<file path="config.mk">
export PLATFORM = sky130hd
export DESIGN_NAME = geometric_glyph_shape_generator_flat
export DESIGN_NICKNAME = d
export VERILOG_FILES = /design/src/ggs_pkg.sv /design/src/ggs_if.sv /design/src/ggs_front.sv /design/src/ggs_fifo.sv /design/src/ggs_back.sv /design/src/geometric_glyph_shape_generator.sv /design/src/flat_wrapper.sv
export SDC_FILE = /design/constraint.sdc
export NUM_CORES = 2
export LEC_CHECK = 0
export BUFFER_PORTS_ARGS = -buffer_cell sky130_fd_sc_hd__buf_2
export CAP_MARGIN = 20
export CORE_ASPECT_RATIO = 1.5
export CORE_UTILIZATION = 46
export DETAILED_ROUTE_END_ITERATION = 6
export HOLD_SLACK_MARGIN = 0.05
export PLACE_DENSITY = 0.63
export SYNTH_ARGS = -nofsm -noshare
export SYNTH_HDL_FRONTEND = slang
export SYNTH_SLANG_ARGS = --single-unit
</file>
<file path="constraint.sdc">
create_clock -name clk -period 15.9 [get_ports clk]
set_input_delay 1.59 -clock clk [delete_from_list [all_inputs] [get_ports clk]]
set_output_delay 1.59 -clock clk [all_outputs]
set_load 0.05 [all_outputs]
</file>
<file path="src/ggs_pkg.sv">
package ggs_pkg;

  localparam int COORD_W = 22;
  localparam logic [COORD_W-1:0] COORD_MAX = {COORD_W{1'b1}};

  localparam logic [20:0] CP_BOX_LO  = 21'h02500;
  localparam logic [20:0] CP_BOX_HI  = 21'h0257F;
  localparam logic [20:0] CP_BLK_LO  = 21'h02580;
  localparam logic [20:0] CP_BLK_HI  = 21'h0259F;
  localparam logic [20:0] CP_QUAD_LO = 21'h02596;
  localparam logic [20:0] CP_DOT_LO  = 21'h02800;
  localparam logic [20:0] CP_DOT_HI  = 21'h028FF;

  localparam logic [4:0] BO_UPPER_HALF   = 5'h00;
  localparam logic [4:0] BO_LOWER_LO     = 5'h01;
  localparam logic [4:0] BO_LOWER_HI     = 5'h08;
  localparam logic [4:0] BO_LEFT_LO      = 5'h09;
  localparam logic [4:0] BO_LEFT_HI      = 5'h0F;
  localparam logic [4:0] BO_RIGHT_HALF   = 5'h10;
  localparam logic [4:0] BO_SHADE_LO     = 5'h11;
  localparam logic [4:0] BO_SHADE_HI     = 5'h13;
  localparam logic [4:0] BO_UPPER_EIGHTH = 5'h14;
  localparam logic [4:0] BO_RIGHT_EIGHTH = 5'h15;
  localparam logic [4:0] BO_QUAD_LO      = 5'h16;

  localparam logic [1:0] KIND_NONE = 2'd0;
  localparam logic [1:0] KIND_RECT = 2'd1;
  localparam logic [1:0] KIND_CIRC = 2'd2;

  localparam logic [2:0] ALPHA_OPAQUE = 3'd4;

  localparam logic [2:0] CLS_NONE = 3'd0;
  localparam logic [2:0] CLS_LINE = 3'd1;
  localparam logic [2:0] CLS_RECT = 3'd2;
  localparam logic [2:0] CLS_QUAD = 3'd3;
  localparam logic [2:0] CLS_DOT  = 3'd4;

  localparam logic [1:0] CFG_CELL_W = 2'd0;
  localparam logic [1:0] CFG_CELL_H = 2'd1;
  localparam logic [1:0] CFG_SCALE  = 2'd2;

  localparam int NSLOT  = 11;
  localparam int SLOT_W = 4;
  localparam logic [SLOT_W-1:0] SL_P0  = 4'd0;
  localparam logic [SLOT_W-1:0] SL_P1  = 4'd1;
  localparam logic [SLOT_W-1:0] SL_P2  = 4'd2;
  localparam logic [SLOT_W-1:0] SL_P3  = 4'd3;
  localparam logic [SLOT_W-1:0] SL_Q0  = 4'd4;
  localparam logic [SLOT_W-1:0] SL_Q1  = 4'd5;
  localparam logic [SLOT_W-1:0] SL_Q2  = 4'd6;
  localparam logic [SLOT_W-1:0] SL_Q3  = 4'd7;
  localparam logic [SLOT_W-1:0] SL_Q4  = 4'd8;
  localparam logic [SLOT_W-1:0] SL_Q5  = 4'd9;
  localparam logic [SLOT_W-1:0] SL_RAD = 4'd10;

  localparam logic [2:0] LF_LEFT  = 3'd0;
  localparam logic [2:0] LF_RIGHT = 3'd1;
  localparam logic [2:0] LF_UP    = 3'd2;
  localparam logic [2:0] LF_DOWN  = 3'd3;
  localparam int         LF_HEAVY = 4;

  localparam logic [2:0] QD_TL = 3'd0;
  localparam logic [2:0] QD_TR = 3'd1;
  localparam logic [2:0] QD_BL = 3'd2;
  localparam logic [2:0] QD_BR = 3'd3;

  localparam int DOT_X0_Q8 = 72;
  localparam int DOT_X1_Q8 = 184;
  localparam int DOT_R_Q8  = 46;
  localparam int HALF_Q8   = 128;

  typedef struct packed {
    logic [20:0] codepoint;
    logic [12:0] cell_x;
    logic [12:0] cell_y;
    logic [23:0] fore_rgb;
  } ggs_in_t;

  typedef struct packed {
    logic         handled;
    logic [1:0]   shape_kind;
    logic [21:0]  left_or_center_x;
    logic [21:0]  top_or_center_y;
    logic [21:0]  right_or_radius;
    logic [21:0]  bottom_or_radius;
    logic [2:0]   alpha_quarters;
    logic [23:0]  fill_color;
    logic         last;
  } ggs_out_t;

  typedef struct packed {
    logic        handled;
    logic [2:0]  cls;
    logic [7:0]  mask;
    logic [2:0]  alpha;
    logic [23:0] fg;
  } ggs_entry_t;

  // {heavy, down, up, right, left}
  function automatic logic [4:0] line_flags(input logic [6:0] lo);
    logic [4:0] f;
    case (lo)
      7'h00, 7'h50:        f = 5'b0_0011;
      7'h01:               f = 5'b1_0011;
      7'h02, 7'h51:        f = 5'b0_1100;
      7'h03:               f = 5'b1_1100;
      7'h0C, 7'h54, 7'h6D: f = 5'b0_1010;
      7'h10, 7'h57, 7'h6E: f = 5'b0_1001;
      7'h14, 7'h5A, 7'h70: f = 5'b0_0110;
      7'h18, 7'h5D, 7'h6F: f = 5'b0_0101;
      7'h1C, 7'h60:        f = 5'b0_1110;
      7'h24, 7'h63:        f = 5'b0_1101;
      7'h2C, 7'h66:        f = 5'b0_1011;
      7'h34, 7'h69:        f = 5'b0_0111;
      7'h3C, 7'h6C:        f = 5'b0_1111;
      7'h74:               f = 5'b0_0001;
      7'h75:               f = 5'b0_0100;
      7'h76:               f = 5'b0_0010;
      7'h77:               f = 5'b0_1000;
      default:             f = 5'b0_0000;
    endcase
    return f;
  endfunction

  // bit 0 top left, 1 top right, 2 bottom left, 3 bottom right
  function automatic logic [3:0] quad_mask(input logic [3:0] i);
    logic [3:0] q;
    case (i)
      4'd0:    q = 4'd4;
      4'd1:    q = 4'd8;
      4'd2:    q = 4'd1;
      4'd3:    q = 4'd13;
      4'd4:    q = 4'd9;
      4'd5:    q = 4'd7;
      4'd6:    q = 4'd11;
      4'd7:    q = 4'd2;
      4'd8:    q = 4'd6;
      4'd9:    q = 4'd14;
      default: q = 4'd0;
    endcase
    return q;
  endfunction

  function automatic logic dot_col(input logic [2:0] i);
    return (i == 3'd3) || (i == 3'd4) || (i == 3'd5) || (i == 3'd7);
  endfunction

  function automatic logic [1:0] dot_row(input logic [2:0] i);
    logic [1:0] r;
    case (i)
      3'd0, 3'd3: r = 2'd0;
      3'd1, 3'd4: r = 2'd1;
      3'd2, 3'd5: r = 2'd2;
      default:    r = 2'd3;
    endcase
    return r;
  endfunction

endpackage

</file>
<file path="src/ggs_if.sv">
interface ggs_in_if import ggs_pkg::*; ();
  logic    valid;
  logic    ready;
  ggs_in_t data;
  modport source(output valid, output data, input ready);
  modport sink(input valid, input data, output ready);
endinterface

interface ggs_out_if import ggs_pkg::*; ();
  logic     valid;
  logic     ready;
  ggs_out_t data;
  modport source(output valid, output data, input ready);
  modport sink(input valid, input data, output ready);
endinterface

</file>
<file path="src/ggs_front.sv">
module ggs_front import ggs_pkg::*; #(
  parameter int FRAC_BITS = 8,
  parameter int CW        = 24
) (
  ggs_in_if.sink                       in_ch,
  input  logic [7:0]                   cell_width,
  input  logic [7:0]                   cell_height,
  input  logic [11:0]                  scale_q8,
  input  logic                         q_full,
  output logic                         q_push,
  output ggs_entry_t                   q_entry,
  output logic [NSLOT-1:0][CW-1:0]     q_coord
);

  logic [20:0]   cp;
  logic [4:0]    bo;
  logic [4:0]    lf;
  logic          is_box;
  logic          is_blk;
  logic          is_dot;
  logic [CW-1:0] xs, ys, wd, ht, wh, hh, xw, yh, h8;
  logic [4:0]    tp_raw, tp1;
  logic [5:0]    tp;
  logic [CW-1:0] th, xc, xct, yc, yct;
  logic [3:0]    nlow, nleft;
  logic [CW-1:0] top_lo, right_le, left_re;
  logic [CW-1:0] p72, p184, o72, o184, mm, pr, psc, rad;
  logic [CW-1:0] row0, row1, row2, row3;

  assign cp = in_ch.data.codepoint;
  assign bo = cp[4:0];

  always_comb begin
    xs = CW'(in_ch.data.cell_x) << FRAC_BITS;
    ys = CW'(in_ch.data.cell_y) << FRAC_BITS;
    wd = CW'(cell_width) << FRAC_BITS;
    ht = CW'(cell_height) << FRAC_BITS;
    wh = CW'(cell_width) << (FRAC_BITS - 1);
    hh = CW'(cell_height) << (FRAC_BITS - 1);
    h8 = CW'(cell_height) << (FRAC_BITS - 3);
    xw = xs + wd;
    yh = ys + ht;

    lf     = line_flags(cp[6:0]);
    tp_raw = 5'((13'(scale_q8) + 13'(HALF_Q8)) >> 8);
    tp1    = (tp_raw == 5'd0) ? 5'd1 : tp_raw;
    tp     = lf[LF_HEAVY] ? {tp1, 1'b0} : {1'b0, tp1};
    th     = CW'(tp) << (FRAC_BITS - 1);
    xc     = xs + wh - th;
    xct    = xs + wh + th;
    yc     = ys + hh - th;
    yct    = ys + hh + th;

    nlow     = 4'(BO_LOWER_HI - bo);
    nleft    = 4'(5'd16 - bo);
    top_lo   = ys + ((CW'(cell_height) * CW'(nlow)) << (FRAC_BITS - 3));
    right_le = xs + ((CW'(cell_width) * CW'(nleft)) << (FRAC_BITS - 3));
    left_re  = xs + ((CW'(cell_width) * CW'(7)) << (FRAC_BITS - 3));

    p72  = (CW'(cell_width) * CW'(DOT_X0_Q8)) << FRAC_BITS;
    p184 = (CW'(cell_width) * CW'(DOT_X1_Q8)) << FRAC_BITS;
    o72  = (p72 + CW'(HALF_Q8)) >> 8;
    o184 = (p184 + CW'(HALF_Q8)) >> 8;
    mm   = (wd < hh) ? wd : hh;
    pr   = (mm * CW'(DOT_R_Q8) + CW'(HALF_Q8)) >> 8;
    psc  = ((CW'(scale_q8) << FRAC_BITS) + CW'(HALF_Q8)) >> 8;
    rad  = (psc > pr) ? psc : pr;
    row0 = ys + h8;
    row1 = ys + (h8 * CW'(3));
    row2 = ys + (h8 * CW'(5));
    row3 = ys + (h8 * CW'(7));
  end

  always_comb begin
    is_box = cp inside {[CP_BOX_LO:CP_BOX_HI]};
    is_blk = cp inside {[CP_BLK_LO:CP_BLK_HI]};
    is_dot = cp inside {[CP_DOT_LO:CP_DOT_HI]};

    q_entry.cls   = CLS_NONE;
    q_entry.mask  = 8'd0;
    q_entry.alpha = ALPHA_OPAQUE;
    q_entry.fg    = in_ch.data.fore_rgb;

    q_coord[SL_P0]  = xs;
    q_coord[SL_P1]  = xs;
    q_coord[SL_P2]  = xw;
    q_coord[SL_P3]  = xw;
    q_coord[SL_Q0]  = ys;
    q_coord[SL_Q1]  = ys;
    q_coord[SL_Q2]  = yh;
    q_coord[SL_Q3]  = yh;
    q_coord[SL_Q4]  = row2;
    q_coord[SL_Q5]  = row3;
    q_coord[SL_RAD] = rad;

    if (is_box && (lf[3:0] != 4'd0)) begin
      q_entry.cls    = CLS_LINE;
      q_entry.mask   = {4'd0, lf[3:0]};
      q_coord[SL_P1] = xc;
      q_coord[SL_P2] = xct;
      q_coord[SL_Q1] = yc;
      q_coord[SL_Q2] = yct;
    end else if (is_blk) begin
      if (cp >= CP_QUAD_LO) begin
        q_entry.cls    = CLS_QUAD;
        q_entry.mask   = {4'd0, quad_mask(4'(bo - BO_QUAD_LO))};
        q_coord[SL_P1] = xs + wh;
        q_coord[SL_Q1] = ys + hh;
      end else begin
        q_entry.cls  = CLS_RECT;
        q_entry.mask = 8'd1;
        case (bo) inside
          BO_UPPER_HALF:               q_coord[SL_Q2] = ys + hh;
          [BO_LOWER_LO:BO_LOWER_HI]:   q_coord[SL_Q1] = top_lo;
          [BO_LEFT_LO:BO_LEFT_HI]:     q_coord[SL_P2] = right_le;
          BO_RIGHT_HALF:               q_coord[SL_P1] = xs + wh;
          [BO_SHADE_LO:BO_SHADE_HI]:   q_entry.alpha  = 3'(bo - BO_RIGHT_HALF);
          BO_UPPER_EIGHTH:             q_coord[SL_Q2] = ys + h8;
          BO_RIGHT_EIGHTH:             q_coord[SL_P1] = left_re;
          default: begin
          end
        endcase
      end
    end else if (is_dot) begin
      q_entry.cls    = CLS_DOT;
      q_entry.mask   = cp[7:0];
      q_coord[SL_P1] = xs + o72;
      q_coord[SL_P2] = xs + o184;
      q_coord[SL_Q1] = row0;
      q_coord[SL_Q2] = row1;
    end

    q_entry.handled = (q_entry.cls != CLS_NONE);
  end

  assign in_ch.ready = !q_full;
  assign q_push      = in_ch.valid && !q_full;

endmodule

</file>
<file path="src/ggs_fifo.sv">
module ggs_fifo import ggs_pkg::*; #(
  parameter int DEPTH = 4,
  parameter int W     = 8
) (
  input  logic         clk,
  input  logic         rst_n,
  input  logic         push,
  input  logic [W-1:0] wdata,
  input  logic         pop,
  output logic         full,
  output logic         empty,
  output logic [W-1:0] rdata
);

  localparam int AW  = (DEPTH > 1) ? $clog2(DEPTH) : 1;
  localparam int CNW = $clog2(DEPTH + 1);

  logic [W-1:0]   mem_r [DEPTH];
  logic [AW-1:0]  wp_r, wp_nxt, rp_r, rp_nxt;
  logic [CNW-1:0] cnt_r, cnt_nxt;

  always_comb begin
    wp_nxt  = wp_r;
    rp_nxt  = rp_r;
    if (push) begin
      wp_nxt = (wp_r == AW'(DEPTH - 1)) ? AW'(0) : AW'(wp_r + AW'(1));
    end
    if (pop) begin
      rp_nxt = (rp_r == AW'(DEPTH - 1)) ? AW'(0) : AW'(rp_r + AW'(1));
    end
    cnt_nxt = CNW'(cnt_r + CNW'(push) - CNW'(pop));
  end

  always_ff @(posedge clk) begin
    if (!rst_n) begin
      wp_r  <= '0;
      rp_r  <= '0;
      cnt_r <= '0;
    end else begin
      wp_r  <= wp_nxt;
      rp_r  <= rp_nxt;
      cnt_r <= cnt_nxt;
    end
  end

  always_ff @(posedge clk) begin
    if (push) begin
      mem_r[wp_r] <= wdata;
    end
  end

  assign full  = (cnt_r == CNW'(DEPTH));
  assign empty = (cnt_r == CNW'(0));
  assign rdata = mem_r[rp_r];

endmodule

</file>
<file path="src/ggs_back.sv">
module ggs_back import ggs_pkg::*; #(
  parameter int CW = 24
) (
  input  logic                     clk,
  input  logic                     rst_n,
  input  logic                     q_empty,
  input  ggs_entry_t               head,
  input  logic [NSLOT-1:0][CW-1:0] head_coord,
  output logic                     q_pop,
  ggs_out_if.source                out_ch
);

  logic [7:0]        done_r, done_nxt;
  logic [7:0]        rem, pick;
  logic [2:0]        idx;
  logic              last;
  logic              load, emit;
  logic              out_valid_r, out_valid_nxt;
  ggs_out_t          out_data_r, res;
  logic [1:0]        kind;
  logic [SLOT_W-1:0] sl, st, sr, sb;

  function automatic logic [COORD_W-1:0] sat(input logic [CW-1:0] v);
    logic [COORD_W-1:0] s;
    if (v[CW-1]) begin
      s = '0;
    end else if (v > CW'(COORD_MAX)) begin
      s = COORD_MAX;
    end else begin
      s = v[COORD_W-1:0];
    end
    return s;
  endfunction

  function automatic logic [SLOT_W-1:0] row_slot(input logic [1:0] r);
    logic [SLOT_W-1:0] s;
    case (r)
      2'd0:    s = SL_Q1;
      2'd1:    s = SL_Q2;
      2'd2:    s = SL_Q4;
      default: s = SL_Q5;
    endcase
    return s;
  endfunction

  always_comb begin
    rem = head.mask & ~done_r;
    idx = 3'd0;
    for (int i = 7; i >= 0; i--) begin
      if (rem[i]) begin
        idx = 3'(i);
      end
    end
    pick = 8'd1 << idx;
    last = ((rem & ~pick) == 8'd0);
  end

  always_comb begin
    kind = KIND_RECT;
    sl   = SL_P1;
    st   = SL_Q1;
    sr   = SL_P2;
    sb   = SL_Q2;
    case (head.cls)
      CLS_LINE: begin
        case (idx)
          LF_LEFT:  sl = SL_P0;
          LF_RIGHT: sr = SL_P3;
          LF_UP:    st = SL_Q0;
          LF_DOWN:  sb = SL_Q3;
          default: begin
          end
        endcase
      end
      CLS_QUAD: begin
        case (idx)
          QD_TL: begin
            sl = SL_P0; st = SL_Q0; sr = SL_P1; sb = SL_Q1;
          end
          QD_TR: begin
            sl = SL_P1; st = SL_Q0; sr = SL_P3; sb = SL_Q1;
          end
          QD_BL: begin
            sl = SL_P0; st = SL_Q1; sr = SL_P1; sb = SL_Q3;
          end
          default: begin
            sl = SL_P1; st = SL_Q1; sr = SL_P3; sb = SL_Q3;
          end
        endcase
      end
      CLS_DOT: begin
        kind = KIND_CIRC;
        sl   = dot_col(idx) ? SL_P2 : SL_P1;
        st   = row_slot(dot_row(idx));
        sr   = SL_RAD;
        sb   = SL_RAD;
      end
      CLS_RECT: begin
      end
      default: kind = KIND_NONE;
    endcase
    if (head.mask == 8'd0) begin
      kind = KIND_NONE;
    end
  end

  always_comb begin
    res.handled          = head.handled;
    res.shape_kind       = kind;
    res.left_or_center_x = (kind != KIND_NONE) ? sat(head_coord[sl]) : '0;
    res.top_or_center_y  = (kind != KIND_NONE) ? sat(head_coord[st]) : '0;
    res.right_or_radius  = (kind != KIND_NONE) ? sat(head_coord[sr]) : '0;
    res.bottom_or_radius = (kind != KIND_NONE) ? sat(head_coord[sb]) : '0;
    res.alpha_quarters   = (head.mask != 8'd0) ? head.alpha : 3'd0;
    res.fill_color       = (head.mask != 8'd0) ? head.fg : 24'd0;
    res.last             = last;
  end

  always_comb begin
    load          = !out_valid_r || out_ch.ready;
    emit          = load && !q_empty;
    q_pop         = emit && last;
    out_valid_nxt = load ? !q_empty : out_valid_r;
    done_nxt      = done_r;
    if (emit) begin
      done_nxt = last ? 8'd0 : (done_r | pick);
    end
  end

  always_ff @(posedge clk) begin
    if (!rst_n) begin
      out_valid_r <= 1'b0;
      done_r      <= 8'd0;
    end else begin
      out_valid_r <= out_valid_nxt;
      done_r      <= done_nxt;
    end
  end

  always_ff @(posedge clk) begin
    if (emit) begin
      out_data_r <= res;
    end
  end

  assign out_ch.valid = out_valid_r;
  assign out_ch.data  = out_data_r;

endmodule

</file>
<file path="src/geometric_glyph_shape_generator.sv">
// Box, block and braille glyph shape generator.
// in_ch carries one terminal cell per word (code point, pixel origin, color);
// out_ch carries the fill shapes for that cell, one per word, the final one
// flagged by last. An unhandled code point or blank braille gives one word
// with shape_kind none. Both channels move a word when valid and ready are
// high at a rising edge.
// cfg_we/cfg_index/cfg_wdata write cell width, cell height and scale; write
// them only while no cell is in flight.
// A taken cell goes into the queue, then the shape sequencer registers its
// first shape in the output word; it gives one shape per cycle while
// out_ch.ready allows, 1 to 8 shapes per cell. A queue of QUEUE_DEPTH cells
// sits between classifier and sequencer; in_ch.ready drops only when full.
// Reset: registers return to 8, 16 and 256 (scale 1.0), queue and output
// are empty. When out_ch.ready is low the output word holds, the sequencer
// stalls, and the queue keeps taking cells until it fills.
module geometric_glyph_shape_generator import ggs_pkg::*; #(
  parameter int FRAC_BITS   = 8,
  parameter int QUEUE_DEPTH = 4
) (
  input  logic        clk,
  input  logic        rst_n,
  ggs_in_if.sink      in_ch,
  ggs_out_if.source   out_ch,
  input  logic        cfg_we,
  input  logic [1:0]  cfg_index,
  input  logic [11:0] cfg_wdata
);

  localparam int CW = (FRAC_BITS + 16 > COORD_W + 1) ? FRAC_BITS + 16 : COORD_W + 1;
  localparam int EW = $bits(ggs_entry_t);
  localparam int QW = EW + NSLOT * CW;

  logic [7:0]               cell_width_r;
  logic [7:0]               cell_height_r;
  logic [11:0]              scale_q8_r;
  logic                     q_push, q_pop, q_full, q_empty;
  ggs_entry_t               push_entry, head_entry;
  logic [NSLOT-1:0][CW-1:0] push_coord, head_coord;
  logic [QW-1:0]            q_wdata, q_rdata;

  always_ff @(posedge clk) begin
    if (!rst_n) begin
      cell_width_r  <= 8'd8;
      cell_height_r <= 8'd16;
      scale_q8_r    <= 12'd256;
    end else if (cfg_we) begin
      case (cfg_index)
        CFG_CELL_W: cell_width_r  <= cfg_wdata[7:0];
        CFG_CELL_H: cell_height_r <= cfg_wdata[7:0];
        CFG_SCALE:  scale_q8_r    <= cfg_wdata;
        default: begin
        end
      endcase
    end
  end

  ggs_front #(
    .FRAC_BITS (FRAC_BITS),
    .CW        (CW)
  ) u_front (
    .in_ch       (in_ch),
    .cell_width  (cell_width_r),
    .cell_height (cell_height_r),
    .scale_q8    (scale_q8_r),
    .q_full      (q_full),
    .q_push      (q_push),
    .q_entry     (push_entry),
    .q_coord     (push_coord)
  );

  assign q_wdata    = {push_entry, push_coord};
  assign head_entry = ggs_entry_t'(q_rdata[QW-1 -: EW]);
  assign head_coord = q_rdata[QW-EW-1:0];

  ggs_fifo #(
    .DEPTH (QUEUE_DEPTH),
    .W     (QW)
  ) u_fifo (
    .clk   (clk),
    .rst_n (rst_n),
    .push  (q_push),
    .wdata (q_wdata),
    .pop   (q_pop),
    .full  (q_full),
    .empty (q_empty),
    .rdata (q_rdata)
  );

  ggs_back #(
    .CW (CW)
  ) u_back (
    .clk        (clk),
    .rst_n      (rst_n),
    .q_empty    (q_empty),
    .head       (head_entry),
    .head_coord (head_coord),
    .q_pop      (q_pop),
    .out_ch     (out_ch)
  );

`ifndef SYNTH
  a_none_is_last: assert property (@(posedge clk) disable iff (!rst_n)
    out_ch.valid && (out_ch.data.shape_kind == KIND_NONE) |-> out_ch.data.last)
    else $error("empty shape word without last");

  a_unhandled_no_shape: assert property (@(posedge clk) disable iff (!rst_n)
    out_ch.valid && !out_ch.data.handled |-> out_ch.data.shape_kind == KIND_NONE)
    else $error("unhandled cell carries a shape");

  a_pop_gives_last: assert property (@(posedge clk) disable iff (!rst_n)
    q_pop |=> out_ch.valid && out_ch.data.last)
    else $error("queue entry retired without a last word");
`endif

endmodule
</file>
<file path="src/flat_wrapper.sv">
// flat-port wrapper written by rule: the top's interface ports become plain ports
module geometric_glyph_shape_generator_flat import ggs_pkg::*;
#(
  parameter int FRAC_BITS   = 8,
  parameter int QUEUE_DEPTH = 4
)
  (clk, rst_n, cfg_we, cfg_index, cfg_wdata, in_ch_valid, in_ch_data, in_ch_ready, out_ch_valid, out_ch_data, out_ch_ready);
  ggs_in_if in_ch_i ();
  ggs_out_if out_ch_i ();
  input  logic clk;
  input  logic rst_n;
  input  logic cfg_we;
  input  logic [1:0] cfg_index;
  input  logic [11:0] cfg_wdata;
  input wire logic [$bits(in_ch_i.valid)-1:0] in_ch_valid;
  input wire logic [$bits(in_ch_i.data)-1:0] in_ch_data;
  output wire logic [$bits(in_ch_i.ready)-1:0] in_ch_ready;
  output wire logic [$bits(out_ch_i.valid)-1:0] out_ch_valid;
  output wire logic [$bits(out_ch_i.data)-1:0] out_ch_data;
  input wire logic [$bits(out_ch_i.ready)-1:0] out_ch_ready;
  assign in_ch_i.valid = in_ch_valid;
  assign in_ch_i.data = in_ch_data;
  assign in_ch_ready = in_ch_i.ready;
  assign out_ch_valid = out_ch_i.valid;
  assign out_ch_data = out_ch_i.data;
  assign out_ch_i.ready = out_ch_ready;
  geometric_glyph_shape_generator #(.FRAC_BITS(FRAC_BITS), .QUEUE_DEPTH(QUEUE_DEPTH)) u_core (.clk(clk), .rst_n(rst_n), .in_ch(in_ch_i), .out_ch(out_ch_i), .cfg_we(cfg_we), .cfg_index(cfg_index), .cfg_wdata(cfg_wdata));
endmodule
</file>
==> reports/qor.csv <==
metric,value,unit
status,"complete, no violations",
seq_power_share,43.7,%
setup_viol,0,
synthSimpleGateAreaFrac,8.538,%
tightest_slew,1.246,ns
max_slew_margin,16.08,%
synth_top_family_by_area,compound AO/OA/AOI/OAI gates,
ctsHoldBuffers,0,
cts_tree,yes,
post_synth_fa_ha_maj_area_fraction,9.554,%
leakagePower,22.67,nW
final_antenna_net_count,0,
vdd_drop_max,107.6,uV
crit_type,flip-flop to flip-flop,
clkPwrFrac,26.8,%
portBuffers,210,
final_layout_size_suffix_gt1_share,15.81,%
power.density,132.2,nW/um^2
via_count,37210,
maxCapViolCount,0,
start_kind,flip-flop,
grt_pass1_vias,36750,
setup_tns,0,ns
slowest_stage,a2111oi_0,
final_common_cell,edfxtp_1,
synth_seq_area_share,54.44,%
synth_flop_cell,edfxtp_1,
synth_async_sr_flop_share,0,%
finalNetCount,4960,
synth-edff-count,985,
hp-class,flip-flop to flip-flop,
rows,156,
core_area,120600,sq um
synth_top_cell_by_area,edfxtp_1,
avgRoutedWirePerCell,26.88,um
max_stage_delay,0.68,ns
die-area,123200,sq um
crit_fanout,13,
comb_power_share,29.5,%
clock-sinks,1031,
vias_per_cell,6.050,
drc_errors,0,
grt_max_degree,133,
path_clk_slew,0.06,ns
synthMuxAreaShare,10.07,%
final_cell_mix,"edfxtp_1 (985), nand2_1 (335), ha_1 (295), a21oi_1 (244), nor2_1 (243)",
slew_violations,0,
area_growth_syn_to_layout,10.80,%
fill_cells,10230,
cp.arrival,8.24,ns
endpoint_kind,flip-flop,
finalWirelength,165300,um
grt_antenna_before_repair,6,
synth.top_cell.area_share,52.79,%
synthXorXnorAreaFrac,3.439,%
grt.overflow.total,0,
p_int,5.373,mW
cts_buffer_depth,3,
hpwl,118600,um
netlist_area,56020,sq um
grt_pass1_wl,241700,um
synth_cell_types,96,
synth_compound_area_share,10.83,%
p_sw_share,34.51,%
cp.required,16.34,ns
place_area,59120,sq um
synth_warnings,0,
syn_inst,4284,
die-width,287.0,um
p_switching,2.832,mW
finalHoldViolations,0,
finClkSkew,0.03689,ns
netlist_top_cells_area,"edfxtp_1 (53%), mux4_2 (8.5%), ha_1 (6.6%)",
r2r_slack,8.09,ns
die_h,429.4,um
numCtsBuffers,91,
root_buffer,clkbuf_16,
stdcell_area,62080,sq um
fin_crit_sh,49.09,%
grtUsageTotal,26.76,%
start_util,46.45,%
htreeDepth,3,
gp_congestion,0.9535,
drtIter0Drc,3352,
pin_count,211,
post_cts_buffers,0,
cts_resized,0,
clock_latency,0.70,ns
cp_num_buf_inv,5,
rsz0062_at_grt,false,
synth_seq_cells,1031,
fin_crit,7.805,ns
crit_family,compound AO/OA/AOI/OAI gates,
avgSynthCellArea,13.08,sq um
clock.fmax,0.1281,GHz
first_pass_iters,6,
-- cells in the mapped netlist, types with 10 or more instances --
master / number
a211o_1: 10
nand2b_1: 30
a221oi_1: 24
a21oi_1: 246
a31oi_1: 31
edfxtp_1: 985
o22ai_1: 25
a22oi_1: 28
nor3_1: 59
inv_1: 240
fa_1: 83
a221oi_2: 10
mux2_2: 15
nor4_1: 23
xor2_1: 71
dfxtp_1: 46
clkbuf_1: 131
o211ai_1: 44
nor2b_1: 72
a21boi_0: 15
a21o_1: 55
o21a_1: 21
o21bai_1: 55
o221ai_1: 10
xnor2_1: 149
buf_1: 26
and2_1: 53
a211oi_1: 42
nand2_1: 336
or3_1: 18
and3_1: 31
nor2_1: 244
mux2i_1: 70
o21ai_0: 170
ha_1: 295
nand4_1: 16
mux4_2: 212
buf_2: 30
nand3_1: 78
-- flip-flops by register name, summed over array words and instances, names as in the netlist, named ones only --
register                    count
u_core.cell_height_r            8
u_core.cell_width_r             8
u_core.scale_q8_r              12
u_core.u_back.done_r            8
u_core.u_back.out_ch.data     117
u_core.u_back.out_ch.valid      1
u_core.u_fifo.cnt_r             3
u_core.u_fifo.mem_r           868
u_core.u_fifo.rp_r              2
u_core.u_fifo.wp_r              2
-- through the flow --
stage | total power, mW | setup WS, ns | util, % | instances | hold WS, ns
2_1_floorplan | 5.405 | 6.288 | - | 4294 | 0.4280
3_3_place_gp | 6.040 | 7.768 | 49.01 | 5976 | 0.4469
3_5_place_dp | 6.066 | 7.574 | 49.01 | 5977 | 0.4570
4_1_cts | 8.247 | 8.154 | 51.44 | 6145 | 0.4717
5_1_grt | 8.520 | 7.617 | 51.46 | 6149 | 0.5099
6_report | 8.205 | 8.095 | 51.46 | 6150 | 0.4840
-- power by group through the flow --
stage | Clock, mW | Combinational, mW | Sequential (mW)
finish | 2.20 | 2.42 | 3.58
global route | 2.32 | 2.59 | 3.61
CTS | 2.23 | 2.43 | 3.59
detailed placement | 0 | 2.42 | 3.64
global placement | 0 | 2.41 | 3.63
floorplan | 0 | 1.17 | 4.24
-- cell type report --
type	count	area (sq um)	area share [%]
flip-flops and latches	1031	30510	49.14
multi-input cells	2824	23960	38.59
clock buffers	110	2370	3.818
well taps	1580	1977	3.185
repair buffers	301	1782	2.870
inverters	243	912.1	1.469
clock inverters	58	565.5	0.9111
diodes	3	7.507	0.01209
-- per-layer routing --
metal  share of wire, %  vias to the layer above  GRT usage [%]
li1                   -                    16700              -
met4                5.0                        6          12.55
met5              0.024                        -              0
met2                 48                     1428          43.96
met1                 40                    18740          34.93
met3                6.4                      330          3.741
-- worst paths after layout --
check | from | cells past startpoint | to
worst max register to register | u_core.cell_height_r[2] | 26 | u_core.u_fifo.mem_r[1][214]
worst min-delay path | u_core.u_back.done_r[1] | 2 | u_core.u_back.done_r[1]
worst min register to register | u_core.u_back.done_r[1] | 2 | u_core.u_back.done_r[1]
worst max-delay path | u_core.cell_height_r[2] | 26 | u_core.u_fifo.mem_r[1][214]
-- cells by family (layout without fill, tap and decap cells) --
family / count (synthesis) / after routing
AOI/OAI and AO/OA: 908 / 908
xor gates and xnor gates: 220 / 220
adders and majority gates: 378 / 378
buffers and inverters: 439 / 712
DFF: 1031 / 1031
muxes: 297 / 297
other: 2 / 15
and+or+nand+nor: 1009 / 1009
-- tightest hold or removal path, cell delays in order (launching register included) --
cell and delay (ns):
dfxtp_1 0.33, a21oi_1 0.04, nor2_1 0.08
Note: power is estimated with default switching activity, not from simulation.
